$ cat src/sv/sdsk_pkg.sv
// ----------------------------------------------------------------------------
// sdsk_pkg
// Shared types and constants for the two-stacks-in-one-array block.
// ----------------------------------------------------------------------------
package sdsk_pkg;

   localparam int DEPTH_DEFAULT = 16;
   localparam int WORD_W        = 32;
   localparam int CMD_W         = 2;
   localparam int STATUS_W      = 2;

   localparam logic [CMD_W-1:0] CMD_PUSH = 2'd0;
   localparam logic [CMD_W-1:0] CMD_POP  = 2'd1;
   localparam logic [CMD_W-1:0] CMD_PEEK = 2'd2;

   localparam logic [STATUS_W-1:0] STATUS_OK    = 2'd0;
   localparam logic [STATUS_W-1:0] STATUS_FULL  = 2'd1;
   localparam logic [STATUS_W-1:0] STATUS_EMPTY = 2'd2;

   localparam logic SIDE_LOW  = 1'b0;
   localparam logic SIDE_HIGH = 1'b1;

   // Commands from the controller to the datapath.
   typedef struct packed {
      logic accept;       // A request beat is taken this cycle.
      logic load_direct;  // Result needs no store read; load it now.
      logic load_mem;     // Store read data is ready; load the result.
   } sdsk_ctl_type;

   // Status from the datapath to the controller.
   typedef struct packed {
      logic needs_read;   // Current request returns words from the store.
   } sdsk_stat_type;

endpackage

$ cat src/sv/shared_array_dual_stack.sv
// ----------------------------------------------------------------------------
// shared_array_dual_stack
// Two stacks sharing one store; the low stack grows up, the high one down.
// ----------------------------------------------------------------------------
// Usage:
//   Request channel (req_*): one command beat carries cmd (push, pop, peek),
//   side (low or high stack) and value (the word to push).
//   Response channel (rsp_*): exactly one beat per request with the status,
//   the popped word, and both tops with valid flags for a peek.
//   A push, an empty pop, an empty peek or an unused command shows its
//   response the cycle after acceptance; a pop or peek that reads the
//   store passes through the store's registered read port and then the
//   response register.
//   Throughput: one push per cycle while responses are taken; a pop or
//   peek that reads the store blocks new requests until its read returns.
//   Reset clears both stack counts, so both stacks start empty; store
//   contents are not cleared and need no clearing pass.
//   When the receiver stalls, the response is held in its output register
//   and no new request is taken until that beat leaves; a new request is
//   taken in the same cycle the waiting beat is accepted.
// ----------------------------------------------------------------------------
module shared_array_dual_stack import sdsk_pkg::*; #(
   parameter int DEPTH = DEPTH_DEFAULT
) (
   input  logic                     clock,
   input  logic                     reset,
   input  logic                     req_valid,
   output logic                     req_ready,
   input  logic [CMD_W-1:0]         req_cmd,
   input  logic                     req_side,
   input  logic signed [WORD_W-1:0] req_value,
   output logic                     rsp_valid,
   input  logic                     rsp_ready,
   output logic [STATUS_W-1:0]      rsp_status,
   output logic signed [WORD_W-1:0] rsp_popped,
   output logic signed [WORD_W-1:0] rsp_low_top,
   output logic                     rsp_low_valid,
   output logic signed [WORD_W-1:0] rsp_high_top,
   output logic                     rsp_high_valid
);

   sdsk_ctl_type  ctl;
   sdsk_stat_type stat;

   sdsk_ctrl u_ctrl (
      .clock    (clock),
      .reset    (reset),
      .req_valid(req_valid),
      .req_ready(req_ready),
      .rsp_valid(rsp_valid),
      .rsp_ready(rsp_ready),
      .stat     (stat),
      .ctl      (ctl)
   );

   sdsk_dpath #(
      .DEPTH(DEPTH)
   ) u_dpath (
      .clock         (clock),
      .reset         (reset),
      .ctl           (ctl),
      .stat          (stat),
      .req_cmd       (req_cmd),
      .req_side      (req_side),
      .req_value     (req_value),
      .rsp_status    (rsp_status),
      .rsp_popped    (rsp_popped),
      .rsp_low_top   (rsp_low_top),
      .rsp_low_valid (rsp_low_valid),
      .rsp_high_top  (rsp_high_top),
      .rsp_high_valid(rsp_high_valid)
   );

endmodule

$ cat src/sv/sdsk_ram.sv
// ----------------------------------------------------------------------------
// sdsk_ram
// Generic RAM: one write port and two read ports with registered read data.
// ----------------------------------------------------------------------------
module sdsk_ram #(
   parameter int WIDTH = 32,
   parameter int DEPTH = 16
) (
   input  logic                     clock,
   input  logic                     wr_en,
   input  logic [$clog2(DEPTH)-1:0] wr_addr,
   input  logic [WIDTH-1:0]         wr_data,
   input  logic [$clog2(DEPTH)-1:0] rd_addr_a,
   output logic [WIDTH-1:0]         rd_data_a,
   input  logic [$clog2(DEPTH)-1:0] rd_addr_b,
   output logic [WIDTH-1:0]         rd_data_b
);

   logic [WIDTH-1:0] mem_ff [DEPTH];

   always_ff @(posedge clock) begin
      if (wr_en) begin
         mem_ff[wr_addr] <= wr_data;
      end
      rd_data_a <= mem_ff[rd_addr_a];
      rd_data_b <= mem_ff[rd_addr_b];
   end

endmodule

$ cat src/sv/sdsk_ctrl.sv
// ----------------------------------------------------------------------------
// sdsk_ctrl
// Controller: request/response handshake and the store read sequence.
// ----------------------------------------------------------------------------
module sdsk_ctrl import sdsk_pkg::*; (
   input  logic          clock,
   input  logic          reset,
   input  logic          req_valid,
   output logic          req_ready,
   output logic          rsp_valid,
   input  logic          rsp_ready,
   input  sdsk_stat_type stat,
   output sdsk_ctl_type  ctl
);

   typedef enum logic [1:0] {
      ST_IDLE = 2'b01,
      ST_READ = 2'b10
   } state_type;

   state_type state_ff, state_in;
   logic      rsp_valid_ff, rsp_valid_in;
   logic      accept;

   // The response register must be empty, or emptying now, to take a beat.
   assign req_ready = (state_ff == ST_IDLE) && (!rsp_valid_ff || rsp_ready);
   assign accept    = req_valid && req_ready;
   assign rsp_valid = rsp_valid_ff;

   always_comb begin
      state_in        = state_ff;
      ctl.accept      = accept;
      ctl.load_direct = 1'b0;
      ctl.load_mem    = 1'b0;
      case (state_ff)
         ST_IDLE: begin
            if (accept) begin
               if (stat.needs_read) begin
                  state_in = ST_READ;
               end else begin
                  ctl.load_direct = 1'b1;
               end
            end
         end
         ST_READ: begin
            ctl.load_mem = 1'b1;
            state_in     = ST_IDLE;
         end
         default: begin
            state_in = ST_IDLE;
         end
      endcase
   end

   always_comb begin
      rsp_valid_in = rsp_valid_ff;
      if (ctl.load_direct || ctl.load_mem) begin
         rsp_valid_in = 1'b1;
      end else if (rsp_ready) begin
         rsp_valid_in = 1'b0;
      end
   end

   always_ff @(posedge clock) begin
      if (reset) begin
         state_ff     <= ST_IDLE;
         rsp_valid_ff <= 1'b0;
      end else begin
         state_ff     <= state_in;
         rsp_valid_ff <= rsp_valid_in;
      end
   end

endmodule

$ cat src/sv/sdsk_dpath.sv
// ----------------------------------------------------------------------------
// sdsk_dpath
// Datapath: stack counts, store access and the response register.
// ----------------------------------------------------------------------------
module sdsk_dpath import sdsk_pkg::*; #(
   parameter int DEPTH = DEPTH_DEFAULT
) (
   input  logic                       clock,
   input  logic                       reset,
   input  sdsk_ctl_type               ctl,
   output sdsk_stat_type              stat,
   input  logic [CMD_W-1:0]           req_cmd,
   input  logic                       req_side,
   input  logic signed [WORD_W-1:0]   req_value,
   output logic [STATUS_W-1:0]        rsp_status,
   output logic signed [WORD_W-1:0]   rsp_popped,
   output logic signed [WORD_W-1:0]   rsp_low_top,
   output logic                       rsp_low_valid,
   output logic signed [WORD_W-1:0]   rsp_high_top,
   output logic                       rsp_high_valid
);

   localparam int CW = $clog2(DEPTH + 1);
   localparam int AW = $clog2(DEPTH);

   logic [CW-1:0] low_count_ff, low_count_in;
   logic [CW-1:0] high_count_ff, high_count_in;

   logic          low_empty, high_empty, full;
   logic [CW:0]   total;
   logic [CW-1:0] high_push_pos, high_top_pos;

   logic              wr_en;
   logic [AW-1:0]     wr_addr;
   logic [AW-1:0]     rd_addr_a, rd_addr_b;
   logic [WORD_W-1:0] rd_data_a, rd_data_b;

   // Facts about the request in flight, kept for the cycle the read returns.
   logic pend_pop_ff, pend_side_ff, pend_lval_ff, pend_hval_ff;

   logic [STATUS_W-1:0]      status_ff, status_in;
   logic signed [WORD_W-1:0] popped_ff, popped_in;
   logic signed [WORD_W-1:0] low_top_ff, low_top_in;
   logic signed [WORD_W-1:0] high_top_ff, high_top_in;
   logic                     low_valid_ff, low_valid_in;
   logic                     high_valid_ff, high_valid_in;

   assign low_empty     = (low_count_ff == '0);
   assign high_empty    = (high_count_ff == '0);
   assign total         = {1'b0, low_count_ff} + {1'b0, high_count_ff};
   assign full          = (total >= (CW + 1)'(DEPTH));
   assign high_push_pos = CW'(DEPTH - 1) - high_count_ff;
   assign high_top_pos  = CW'(DEPTH) - high_count_ff;

   // Port A serves the low top, port B the high top; both are always driven.
   assign rd_addr_a = low_count_ff[AW-1:0] - AW'(1);
   assign rd_addr_b = high_top_pos[AW-1:0];

   assign wr_en   = ctl.accept && (req_cmd == CMD_PUSH) && !full;
   assign wr_addr = (req_side == SIDE_LOW) ? low_count_ff[AW-1:0] : high_push_pos[AW-1:0];

   always_comb begin
      stat.needs_read = 1'b0;
      case (req_cmd)
         CMD_POP:  stat.needs_read = (req_side == SIDE_LOW) ? !low_empty : !high_empty;
         CMD_PEEK: stat.needs_read = !low_empty || !high_empty;
         default:  stat.needs_read = 1'b0;
      endcase
   end

   always_comb begin
      low_count_in  = low_count_ff;
      high_count_in = high_count_ff;
      if (ctl.accept) begin
         case (req_cmd)
            CMD_PUSH: begin
               if (!full) begin
                  if (req_side == SIDE_LOW) begin
                     low_count_in = low_count_ff + CW'(1);
                  end else begin
                     high_count_in = high_count_ff + CW'(1);
                  end
               end
            end
            CMD_POP: begin
               if (req_side == SIDE_LOW && !low_empty) begin
                  low_count_in = low_count_ff - CW'(1);
               end else if (req_side == SIDE_HIGH && !high_empty) begin
                  high_count_in = high_count_ff - CW'(1);
               end
            end
            default: begin
            end
         endcase
      end
   end

   always_comb begin
      status_in     = status_ff;
      popped_in     = popped_ff;
      low_top_in    = low_top_ff;
      low_valid_in  = low_valid_ff;
      high_top_in   = high_top_ff;
      high_valid_in = high_valid_ff;
      if (ctl.load_direct) begin
         popped_in     = '0;
         low_top_in    = '0;
         low_valid_in  = 1'b0;
         high_top_in   = '0;
         high_valid_in = 1'b0;
         case (req_cmd)
            CMD_PUSH: status_in = full ? STATUS_FULL : STATUS_OK;
            CMD_POP:  status_in = STATUS_EMPTY;
            CMD_PEEK: status_in = STATUS_EMPTY;
            default:  status_in = STATUS_OK;
         endcase
      end else if (ctl.load_mem) begin
         status_in     = STATUS_OK;
         popped_in     = '0;
         low_top_in    = '0;
         low_valid_in  = 1'b0;
         high_top_in   = '0;
         high_valid_in = 1'b0;
         if (pend_pop_ff) begin
            popped_in = (pend_side_ff == SIDE_LOW) ? rd_data_a : rd_data_b;
         end else begin
            low_valid_in  = pend_lval_ff;
            high_valid_in = pend_hval_ff;
            low_top_in    = pend_lval_ff ? rd_data_a : '0;
            high_top_in   = pend_hval_ff ? rd_data_b : '0;
         end
      end
   end

   always_ff @(posedge clock) begin
      if (reset) begin
         low_count_ff  <= '0;
         high_count_ff <= '0;
      end else begin
         low_count_ff  <= low_count_in;
         high_count_ff <= high_count_in;
      end
   end

   always_ff @(posedge clock) begin
      if (ctl.accept) begin
         pend_pop_ff  <= (req_cmd == CMD_POP);
         pend_side_ff <= req_side;
         pend_lval_ff <= !low_empty;
         pend_hval_ff <= !high_empty;
      end
      status_ff     <= status_in;
      popped_ff     <= popped_in;
      low_top_ff    <= low_top_in;
      low_valid_ff  <= low_valid_in;
      high_top_ff   <= high_top_in;
      high_valid_ff <= high_valid_in;
   end

   assign rsp_status     = status_ff;
   assign rsp_popped     = popped_ff;
   assign rsp_low_top    = low_top_ff;
   assign rsp_low_valid  = low_valid_ff;
   assign rsp_high_top   = high_top_ff;
   assign rsp_high_valid = high_valid_ff;

   sdsk_ram #(
      .WIDTH(WORD_W),
      .DEPTH(DEPTH)
   ) u_ram (
      .clock    (clock),
      .wr_en    (wr_en),
      .wr_addr  (wr_addr),
      .wr_data  (req_value),
      .rd_addr_a(rd_addr_a),
      .rd_data_a(rd_data_a),
      .rd_addr_b(rd_addr_b),
      .rd_data_b(rd_data_b)
   );

endmodule

$ cat config.mk
export PLATFORM = sky130hd
export DESIGN_NAME = shared_array_dual_stack
export DESIGN_NICKNAME = d
export VERILOG_FILES = /design/src/sv/sdsk_pkg.sv /design/src/sv/shared_array_dual_stack.sv /design/src/sv/sdsk_ram.sv /design/src/sv/sdsk_ctrl.sv /design/src/sv/sdsk_dpath.sv
export SDC_FILE = /design/constraint.sdc
export NUM_CORES = 1
export LEC_CHECK = 0
export BUFFER_PORTS_ARGS = -buffer_cell sky130_fd_sc_hd__buf_2
export CORE_UTILIZATION = 40
export DETAILED_ROUTE_END_ITERATION = 7
export GPL_TIMING_DRIVEN = 0
export HOLD_SLACK_MARGIN = 0.08
export PLACE_DENSITY = 0.52
export SYNTH_ARGS = -nofsm -noshare
export SYNTH_HDL_FRONTEND = slang
export SYNTH_SLANG_ARGS = --single-unit
$ cat constraint.sdc
create_clock -name clock -period 16.1 [get_ports clock]
set_input_delay 2.415 -clock clock [delete_from_list [all_inputs] [get_ports clock]]
set_output_delay 2.415 -clock clock [all_outputs]
set_load 0.02 [all_outputs]
# Word level (Yosys, flattened, before mapping)
# Memory sizes are Yosys's and may differ from the RTL's. A register that Yosys moved wholly into a read port is not among the register bits.
# Index checks and enable logic that the tools add are counted.
[op_classes]
magnitude_cmp = 1
mux = 32
reduce_logical = 24
n_eq_ne = 10
bitwise_logic = 2
add_sub_neg = 8
[ops]
columns = ["op", "n"]
rows = [
  ["2-to-1 mux 32 bit", 6],
  ["2-to-1 mux 5 bit", 7],
  ["case mux 5 bit (2 select lines)", 2],
  ["2-to-1 mux 1 bit", 12],
  ["adder 5 x 1 -> 5 bit, second input constant", 2],
  ["logical NOT 5 bit", 2],
  ["subtractor 5 x 1 -> 5 bit, second input constant", 2],
  ["inequality test 2 bit, second input constant", 4],
  ["adder 5 x 5 -> 6 bit", 1],
  ["greater-or-equal comparator 6 x 5 -> 1 bit, second input constant", 1],
  ["logical AND 1 bit", 6],
  ["AND reduction 6 bit", 1],
  ["nonzero test 2 bit", 3],
  ["AND reduction 5 bit", 1],
  ["equality test 2 x 1 -> 1 bit, second input constant", 2],
  ["equality test 2 bit, second input constant", 2],
  ["logical NOT 1 bit", 4],
  ["2-to-1 mux 2 bit", 2],
  ["2-to-1 mux 4 bit", 1],
  ["inequality test 2 x 1 -> 1 bit, second input constant", 2],
  ["case mux 2 bit (2 select lines)", 1],
  ["OR reduction 2 bit", 2],
  ["subtractor 1 x 4 -> 4 bit, first input constant", 1],
  ["subtractor 4 x 1 -> 4 bit, second input constant", 1],
  ["other kinds (6)", 9],
]
[word_totals]
regBits = 117
output_inout_bits = 102
ram_bits = 512
input_bits = 39
memories = 1
[mem_list]
columns = ["name", "depth", "word_bits", "read_ports", "rd_clocked_by_memory_dff", "write_ports", "line", "rtl"]
rows = [
  ["u_dpath.u_ram.mem_ff", 16, 32, 2, 2, 1, "sdsk_ram.sv:19", "logic [WIDTH-1:0] mem_ff [DEPTH];"],
]

# Depth between registers and ports, before layout
# Gate-level depths: netlist of the first run.
[logic_depth]
depth_word = 9
ltp_mapped = 13
ltp_nobuf = 9

# Hierarchy
# From an unflattened synthesis of the first run, not the netlist that was laid out.
[unflattened]
hier_cells = 1591
area_unflattened_um2 = 29047.9
[modules_own_cells]
columns = ["mod", "area_per_inst_um2", "cells_each", "n_inst"]
rows = [
  ["sdsk_ram", 24188.2, 1141, 1],
  ["sdsk_dpath", 4687.0, 434, 1],
  ["sdsk_ctrl", 172.7, 16, 1],
]

# Worst setup path before layout of the first run
# Ideal clock, no wire load.
[synth_timing]
kind = "input to register"
start = "in rsp_ready"
end = "mem u_dpath.u_ram.mem_ff[10][0] (enable)"
cell_stages = 6
arrival_ns = 6.417
setup_time_ns = 0.502
path_slack_ns = 9.181
path_cell_list = "nand2b_1 -> nand3_1 -> inv_1 -> nand2_1 -> clkbuf_1 -> nor4_1"
[synth_lines]
columns = ["element", "line", "rtl"]
rows = [
  ["start, declared", "shared_array_dual_stack.sv:33", "input logic rsp_ready,"],
  ["end, declared", "sdsk_ram.sv:19", ""],
]

# Final worst setup path of the first run
[layout_timing]
start = "in rsp_ready"
end = "out req_ready"
[layout_via]
elab_chain_len = 2
[layout_lines]
columns = ["element", "line", "rtl"]
rows = [
  ["logical OR 1 bit", "sdsk_ctrl.sv:26", "assign req_ready = (state_ff == ST_IDLE) && (!rsp_valid_ff || rsp_ready);"],
  ["logical AND 1 bit", "sdsk_ctrl.sv:26", ""],
  ["end, declared", "shared_array_dual_stack.sv:28", "output logic req_ready,"],
]
# Every way passes these cells.

==> results of run 1 <==
## registers in the layout, indices dropped and copies added, names as in the netlist, 2 cells and up
| name | cells |
|---|---|
| u_ctrl.state_ff | 2 |
| u_dpath.high_count_ff | 5 |
| u_dpath.low_count_ff | 5 |
| u_dpath.rsp_high_top | 32 |
| u_dpath.rsp_low_top | 32 |
| u_dpath.rsp_popped | 32 |
| u_dpath.rsp_status | 2 |
| u_dpath.u_ram.mem_ff | 512 |
| u_dpath.u_ram.rd_data_a | 32 |
| u_dpath.u_ram.rd_data_b | 32 |
## kinds of logic after synthesis
kind of cell,Yosys count,share of synthesized area (%)
buf+inv,116,1.59
flops,693,65.5
compound gates,125,3.53
mux,362,26.4
fa+ha+maj,18,0.826
simple gates,108,1.87
xor+xnor,11,0.331
## routing by layer
metal	GRT usage [%]	up-vias
li1	-	6815
met1	33.6	8976
met2	40.2	795
met3	4.52	159
met4	7.36	4
met5	0	-
## worst min-delay path by stage
stage / from / end / slack (ns) / cells past startpoint
after global placement: u_dpath.rsp_high_valid$_SDFFE_PP0P_ / u_dpath.rsp_high_valid$_SDFFE_PP0P_ / 0.43 / 1
after CTS: u_dpath.rsp_high_valid$_SDFFE_PP0P_ / u_dpath.rsp_high_valid$_SDFFE_PP0P_ / 0.45 / 1
after floorplan: u_dpath.u_ram.rd_data_b[15]$_DFF_P_ / u_dpath.rsp_high_top[15]$_SDFFE_PP0P_ / 0.44 / 1
after detailed placement: u_dpath.rsp_high_valid$_SDFFE_PP0P_ / u_dpath.rsp_high_valid$_SDFFE_PP0P_ / 0.44 / 1
after global routing: u_dpath.rsp_high_valid$_SDFFE_PP0P_ / u_dpath.rsp_high_valid$_SDFFE_PP0P_ / 0.48 / 1
final: u_dpath.rsp_high_valid$_SDFFE_PP0P_ / u_dpath.rsp_high_valid$_SDFFE_PP0P_ / 0.45 / 1
## per-stage QoR
| step | instance area [um^2] | power [mW] | setup slack, ns | hold slack, ns | utilization (%) |
|---|---|---|---|---|---|
| 6_report | 34500 | 4.28 | 10.67 | 0.447 | 48.1 |
| 5_1_grt | 34500 | 4.40 | 10.60 | 0.479 | 48.1 |
| 4_1_cts | 34500 | 4.30 | 10.67 | 0.451 | 48.1 |
| 3_5_place_dp | 32000 | 2.58 | 10.30 | 0.438 | 44.7 |
| 3_3_place_gp | 31000 | 2.58 | 2.99 | 0.429 | 43.2 |
| 2_1_floorplan | 29100 | 2.37 | 9.18 | 0.437 | - |
## power groups by stage
| stage | Combinational, mW | Sequential, mW | Clock (mW) |
|---|---|---|---|
| finish | 0.530 | 2.01 | 1.73 |
| global route | 0.558 | 2.02 | 1.83 |
| CTS | 0.537 | 2.01 | 1.76 |
| detailed placement | 0.533 | 2.05 | 0 |
| global placement | 0.524 | 2.05 | 0 |
| floorplan | 0.337 | 2.03 | 0 |
## cell type report
cell class / count / area (um^2) / share of cell area (%)
sequential: 693 / 19100 / 55.2
multi-input combinational: 624 / 9690 / 28.1
timing repair buffer: 258 / 1640 / 4.76
inverter: 13 / 48.8 / 0.141
tap: 950 / 1190 / 3.44
buffer: 103 / 415 / 1.20
antenna: 2 / 5.00 / 0.0145
clock inverter: 20 / 153 / 0.442
clock buffer: 119 / 2320 / 6.73
## synthesized netlist by cell type, drive strengths merged (2+ instances only)
library cell  instances  share of area [%]
edfxtp              518                 53
mux4                320                 25
dfxtp               175                 12
clkbuf               68               0.88
a22o                 64                1.9
nor2                 46               0.59
buf                  35               0.55
a22oi                32               0.83
mux2                 32                1.2
nor4                 17               0.37
ha                   16               0.69
nand2                15               0.19
inv                  13               0.17
xnor2                11               0.33
mux2i                10               0.34
a21oi                 9               0.15
a21o                  8               0.21
nor3                  5              0.086
nand2b                4              0.086
and2                  3              0.065
nor2b                 3              0.065
nor4b                 3               0.13
a211oi                2              0.052
and3                  2              0.043
fa                    2               0.14
nand3                 2              0.034
nor3b                 2              0.052
==> results.py, run 1 <==
metrics = {
    "setup_path": {
        "cp_num_cells": 4,
        "crit_family": "simple AND/OR/NAND/NOR gates",
        "critPathMaxFanout": 4,
        "crit_type": "in -> out",
        "slowest_stage": "nand2b_1",
        "cp.buffers_inverters": 2,
        "cp_common_cell": "buf_2",
        "startpoint": "rsp_ready",
        "critical_path.endpoint": "req_ready",
        "r2r_start": "u_dpath.low_count_ff[0]$_SDFFE_PP0P_",
        "reg2regPathDepth": 9,
        "critPathRequiredTime_ns": 13.69,
        "end_kind": "output pin",
        "max_stage_delay_ns": 0.19,
        "ff2ff_setup_slack_ns": 10.75,
        "worstPathCellList": "buf_2 -> nand2b_1 -> and2_1 -> buf_2",
        "cp-start-kind": "primary input",
        "cp.arrival_ns": 3.02,
        "r2r-end": "u_dpath.u_ram.rd_data_a[24]$_DFF_P_",
    },
    "routing": {
        "num_vias": 16749,
        "final_antenna_net_count": 0,
        "firstDrtPassIters": 5,
        "wl_met2_mm": 43.7,
        "wl_met3_mm": 6.29,
        "drt_iter0_drc": 1853,
        "wirelength_mm": 89.7,
        "viasPerCell": 6.02,
        "wl_per_cell_um": 32.2,
        "drc": 0,
        "dr.max_layer_used": "met5",
        "m1WireLength_mm": 37.4,
    },
    "final_layout": {
        "final_cells": 2782,
        "fin_nets": 1827,
        "drive_gt1_share_pct": 41.3,
        "layout_common_cells": "edfxtp_1, mux4_2, dfxtp_1",
        "n_fill_cell": 6051,
        "syn_to_final_growth_pct": 18.6,
        "layout_commonest_cell": "edfxtp_1",
    },
    "power_and_ir_drop": {
        "power_density_nw_per_um2": 124,
        "seq_power_share_pct": 47.1,
        "p_int_mw": 3.23,
        "p_sw_share_pct": 24.4,
        "irDropWorstVdd_v": 0.0000619,
        "switchingPower_mw": 1.04,
        "combPwrFrac_pct": 12.4,
        "leakage_nw": 11.5,
        "clockPowerShare_pct": 40.5,
    },
    "grt": {
        "grt_pass1_wl_mm": 128,
        "grt_start_max_net_pins": 17,
        "grt_use_total_pct": 24.6,
        "antenna_found_initial": 3,
        "gr-total-overflow": 0,
        "first_global_vias": 17132,
    },
    "status": {
        "status": "finished clean",
    },
    "timing": {
        "finClkSkew_ns": 0.0187,
        "max_freq_ghz": 0.184,
        "period_share_pct": 33.7,
        "grt_setup_unrepaired": "false",
        "setup_viol": 0,
        "hold_violations": 0,
        "tns_ns": 0,
        "fin_crit_ns": 5.43,
        "slew-limit-headroom_pct": 7.91,
        "maxSlewViolCount": 0,
        "tightest_slew_ns": 1.38,
    },
    "floorplan": {
        "core_um2": 71700,
        "io_pins": 141,
        "initial_utilization_pct": 40.6,
        "die_w_um": 272,
        "die_y_um": 272,
        "dieArea_um2": 73800,
        "rows": 98,
    },
    "clock_tree": {
        "cts_resized": 0,
        "ctsHtreeMaxLevel": 3,
        "clock_tree.root_cell": "clkbuf_16",
        "cts.reportedPaths.clkPinSlew_ns": 0.05,
        "cts_setup_buffers": 0,
        "numCtsBuffers": 77,
        "clkLatencyLatePin_ns": 0.61,
        "cts_tree": "yes",
        "cts_hold_buffers": 0,
        "cts_sinks": 693,
        "cts_buffer_depth": 3,
    },
    "synth": {
        "syn_inst": 1433,
        "synth_area_um2": 29100,
        "synth_warnings": 0,
        "synthFlopType": "edfxtp_1",
        "synth-seq-cells": 693,
        "syn_nets": 1490,
        "syn_avg_cell_area_um2": 20.3,
        "synth_edf_count": 518,
        "seq_area_frac_synth_pct": 65.5,
        "synth_cell_types": 47,
        "ys_async_sr_fraction_pct": 0,
    },
    "worst_hold_path": {
        "hp-class": "reg -> reg",
    },
    "place": {
        "place_congestion": 0.773,
        "io_buffers": 140,
        "dp_cells": 2641,
        "dpl.hpwl_mm": 63.0,
    },
    "run": {
        "maxCapViolCount": 0,
    },
}
No activity file was read; power rests on OpenSTA's default activity.
==> run 2: changes to the inputs <==
--- a/config.mk
+++ b/config.mk
@@ -10,7 +10,7 @@
 export DETAILED_ROUTE_END_ITERATION = 7
 export GPL_TIMING_DRIVEN = 0
 export HOLD_SLACK_MARGIN = 0.08
-export PLACE_DENSITY = 0.52
+export PLACE_DENSITY = 0.54
 export SYNTH_ARGS = -nofsm -noshare
 export SYNTH_HDL_FRONTEND = slang
 export SYNTH_SLANG_ARGS = --single-unit
==> constraint.sdc (replaced) <==
create_clock -name clock -period 4.9 [get_ports clock]
set_input_delay 0.735 -clock clock [delete_from_list [all_inputs] [get_ports clock]]
set_output_delay 0.735 -clock clock [all_outputs]
set_load 0.02 [all_outputs]
==> results.py, run 2 (synthesis results as in run 1) <==
metrics = {
    "final_layout": {
        "fin_nets": 1824,
        "top_register": "u_dpath.u_ram.mem_ff",
        "layout_commonest_cell": "edfxtp_1",
        "layout_common_cells": "edfxtp_1, mux4_2, dfxtp_1",
        "multi_input_area_um2": 9690,
        "seq_area_um2": 19100,
        "largest_register_ffs": 512,
        "fin_util_pct": 48.3,
        "syn_to_final_growth_pct": 19.0,
        "n_fill_cell": 5937,
        "drive_gt1_share_pct": 43.5,
    },
    "setup_path": {
        "cp.arrival_ns": 5.11,
        "crit_type": "reg -> reg",
        "r2r-end": "u_dpath.u_ram.rd_data_a[6]$_DFF_P_",
        "max_stage_delay_ns": 0.72,
        "end_kind": "register",
        "critPathMaxFanout": 10,
        "critical_path.endpoint": "u_dpath.u_ram.rd_data_a[6]$_DFF_P_",
        "reg2regPathDepth": 8,
        "slowest_stage": "dfxtp_1",
        "worstPathCellList": "clkbuf_1 -> buf_2 -> inv_1 -> ha_1 -> clkbuf_1 -> clkbuf_2 -> mux4_2 -> mux4_2",
        "startpoint": "u_dpath.low_count_ff[0]$_SDFFE_PP0P_",
        "cp-start-kind": "register",
        "ff2ff_setup_slack_ns": 0.26,
        "critPathRequiredTime_ns": 5.37,
        "r2r_start": "u_dpath.low_count_ff[0]$_SDFFE_PP0P_",
    },
    "worst_hold_path": {
        "hp-class": "in -> reg",
    },
    "timing": {
        "max_freq_ghz": 0.216,
        "grt_setup_unrepaired": "false",
        "period_share_pct": 94.7,
        "finClkSkew_ns": 0.0186,
        "fin_crit_ns": 4.64,
        "setup_viol": 0,
        "hold_violations": 0,
        "tns_ns": 0,
        "maxSlewViolCount": 0,
        "tightest_slew_ns": 1.31,
        "slew-limit-headroom_pct": 12.8,
    },
    "clock_tree": {
        "cts_buffer_depth": 3,
        "cts.reportedPaths.clkPinSlew_ns": 0.06,
        "clock_tree.root_cell": "clkbuf_16",
        "cts_sinks": 693,
        "clkLatencyLatePin_ns": 0.62,
        "cts_tree": "yes",
        "numCtsBuffers": 75,
        "ctsHtreeMaxLevel": 3,
    },
    "grt": {
        "grt_start_max_net_pins": 17,
        "first_global_vias": 17273,
        "grt_use_total_pct": 24.4,
        "grt_pass1_wl_mm": 127,
        "gr-total-overflow": 0,
        "antenna_found_initial": 3,
    },
    "power_and_ir_drop": {
        "leakage_nw": 11.6,
        "power_density_nw_per_um2": 403,
        "irDropWorstVdd_v": 0.000243,
    },
    "routing": {
        "wl_per_cell_um": 31.9,
        "drc": 0,
        "drt_iter0_drc": 1705,
        "firstDrtPassIters": 5,
        "wirelength_mm": 88.8,
        "final_antenna_net_count": 0,
        "num_vias": 16760,
        "viasPerCell": 6.02,
    },
    "floorplan": {
        "io_pins": 141,
        "core_um2": 71700,
        "rows": 98,
        "initial_utilization_pct": 40.6,
        "dieArea_um2": 73800,
        "die_y_um": 272,
        "die_w_um": 272,
    },
    "place": {
        "dpl.hpwl_mm": 62.5,
        "place_congestion": 0.788,
        "io_buffers": 140,
    },
    "status": {
        "status": "finished clean",
    },
    "run": {
        "maxCapViolCount": 0,
    },
}
-- run 2: cell types whose count changed in the layout (fill, tap and decap cells not counted), sizes merged, moves of 2 or more --
cell and delta:
inv +2, buf -6, clkdlybuf4s15 +7, clkbuf -8
clkinv +5
-- run 2: worst min-delay path by stage --
stage	from	endpoint	slack, ns	depth (start not counted)
floorplan	u_dpath.u_ram.rd_data_b[15]$_DFF_P_	u_dpath.rsp_high_top[15]$_SDFFE_PP0P_	0.44	1
global placement	u_dpath.rsp_low_valid$_SDFFE_PP0P_	u_dpath.rsp_low_valid$_SDFFE_PP0P_	0.43	1
detailed placement	u_dpath.rsp_high_valid$_SDFFE_PP0P_	u_dpath.rsp_high_valid$_SDFFE_PP0P_	0.44	1
CTS	reset	u_ctrl.state_ff[1]$_SDFFE_PP0P_	0.34	2
global route	reset	u_ctrl.state_ff[1]$_SDFFE_PP0P_	0.36	2
finish	reset	u_ctrl.state_ff[1]$_SDFFE_PP0P_	0.38	2
-- run 2: critical path: cells and delay by family (launching register included) --
kind,cells,cell delay [ns]
fa+ha+maj,1,0.35
buf+inv,5,2.43
flops,1,0.72
mux,2,0.96
-- run 2: cell type report --
type	count	area share [%]
antenna	2	0.0145
buffer	101	1.43
clock buffer	114	6.57
clock inverter	26	0.542
inverter	13	0.141
multi-input combinational	624	28.0
sequential	693	55.1
tap	950	3.43
timing repair buffer	259	4.81
-- run 2: timing repair --
| action | in CTS | in global routing |
|---|---|---|
| buffers inserted | 0 | 2 |
| setup endpoints to repair | 132 | 37 |
| pin swaps | 0 | 1 |
| resized for setup | 41 | 11 |
| hold buffers | 0 | 0 |
| hold endpoints to repair | 0 | 0 |
-- run 2: metrics by stage --
stage               setup slack (ns)  cell area [um^2]  std cells  hold slack, ns  power [mW]
finish                         0.260             34600       2782           0.381        14.0
global route                   0.129             34600       2780           0.362        14.4
CTS                           0.0639             34600       2779           0.344        14.1
detailed placement            -0.438             32000       2640           0.438        8.48
global placement               -6.93             31000       2523           0.430        8.46
floorplan                     -0.426             29100       1433           0.437        7.79
-- run 2: power breakdown --
part	switching, mW	internal [mW]	leakage, nW
combinational	0.962	0.780	4.30
sequential	0.123	6.49	6.10
clock	2.33	3.27	1.21
-- run 2: per-layer routing --
layer	routed length, um	vias up	global-route usage, %
met2	43900	794	40.3
met4	2450	4	7.20
met5	25	-	0
met1	35400	9006	32.3
li1	-	6810	-
met3	6950	146	5.37
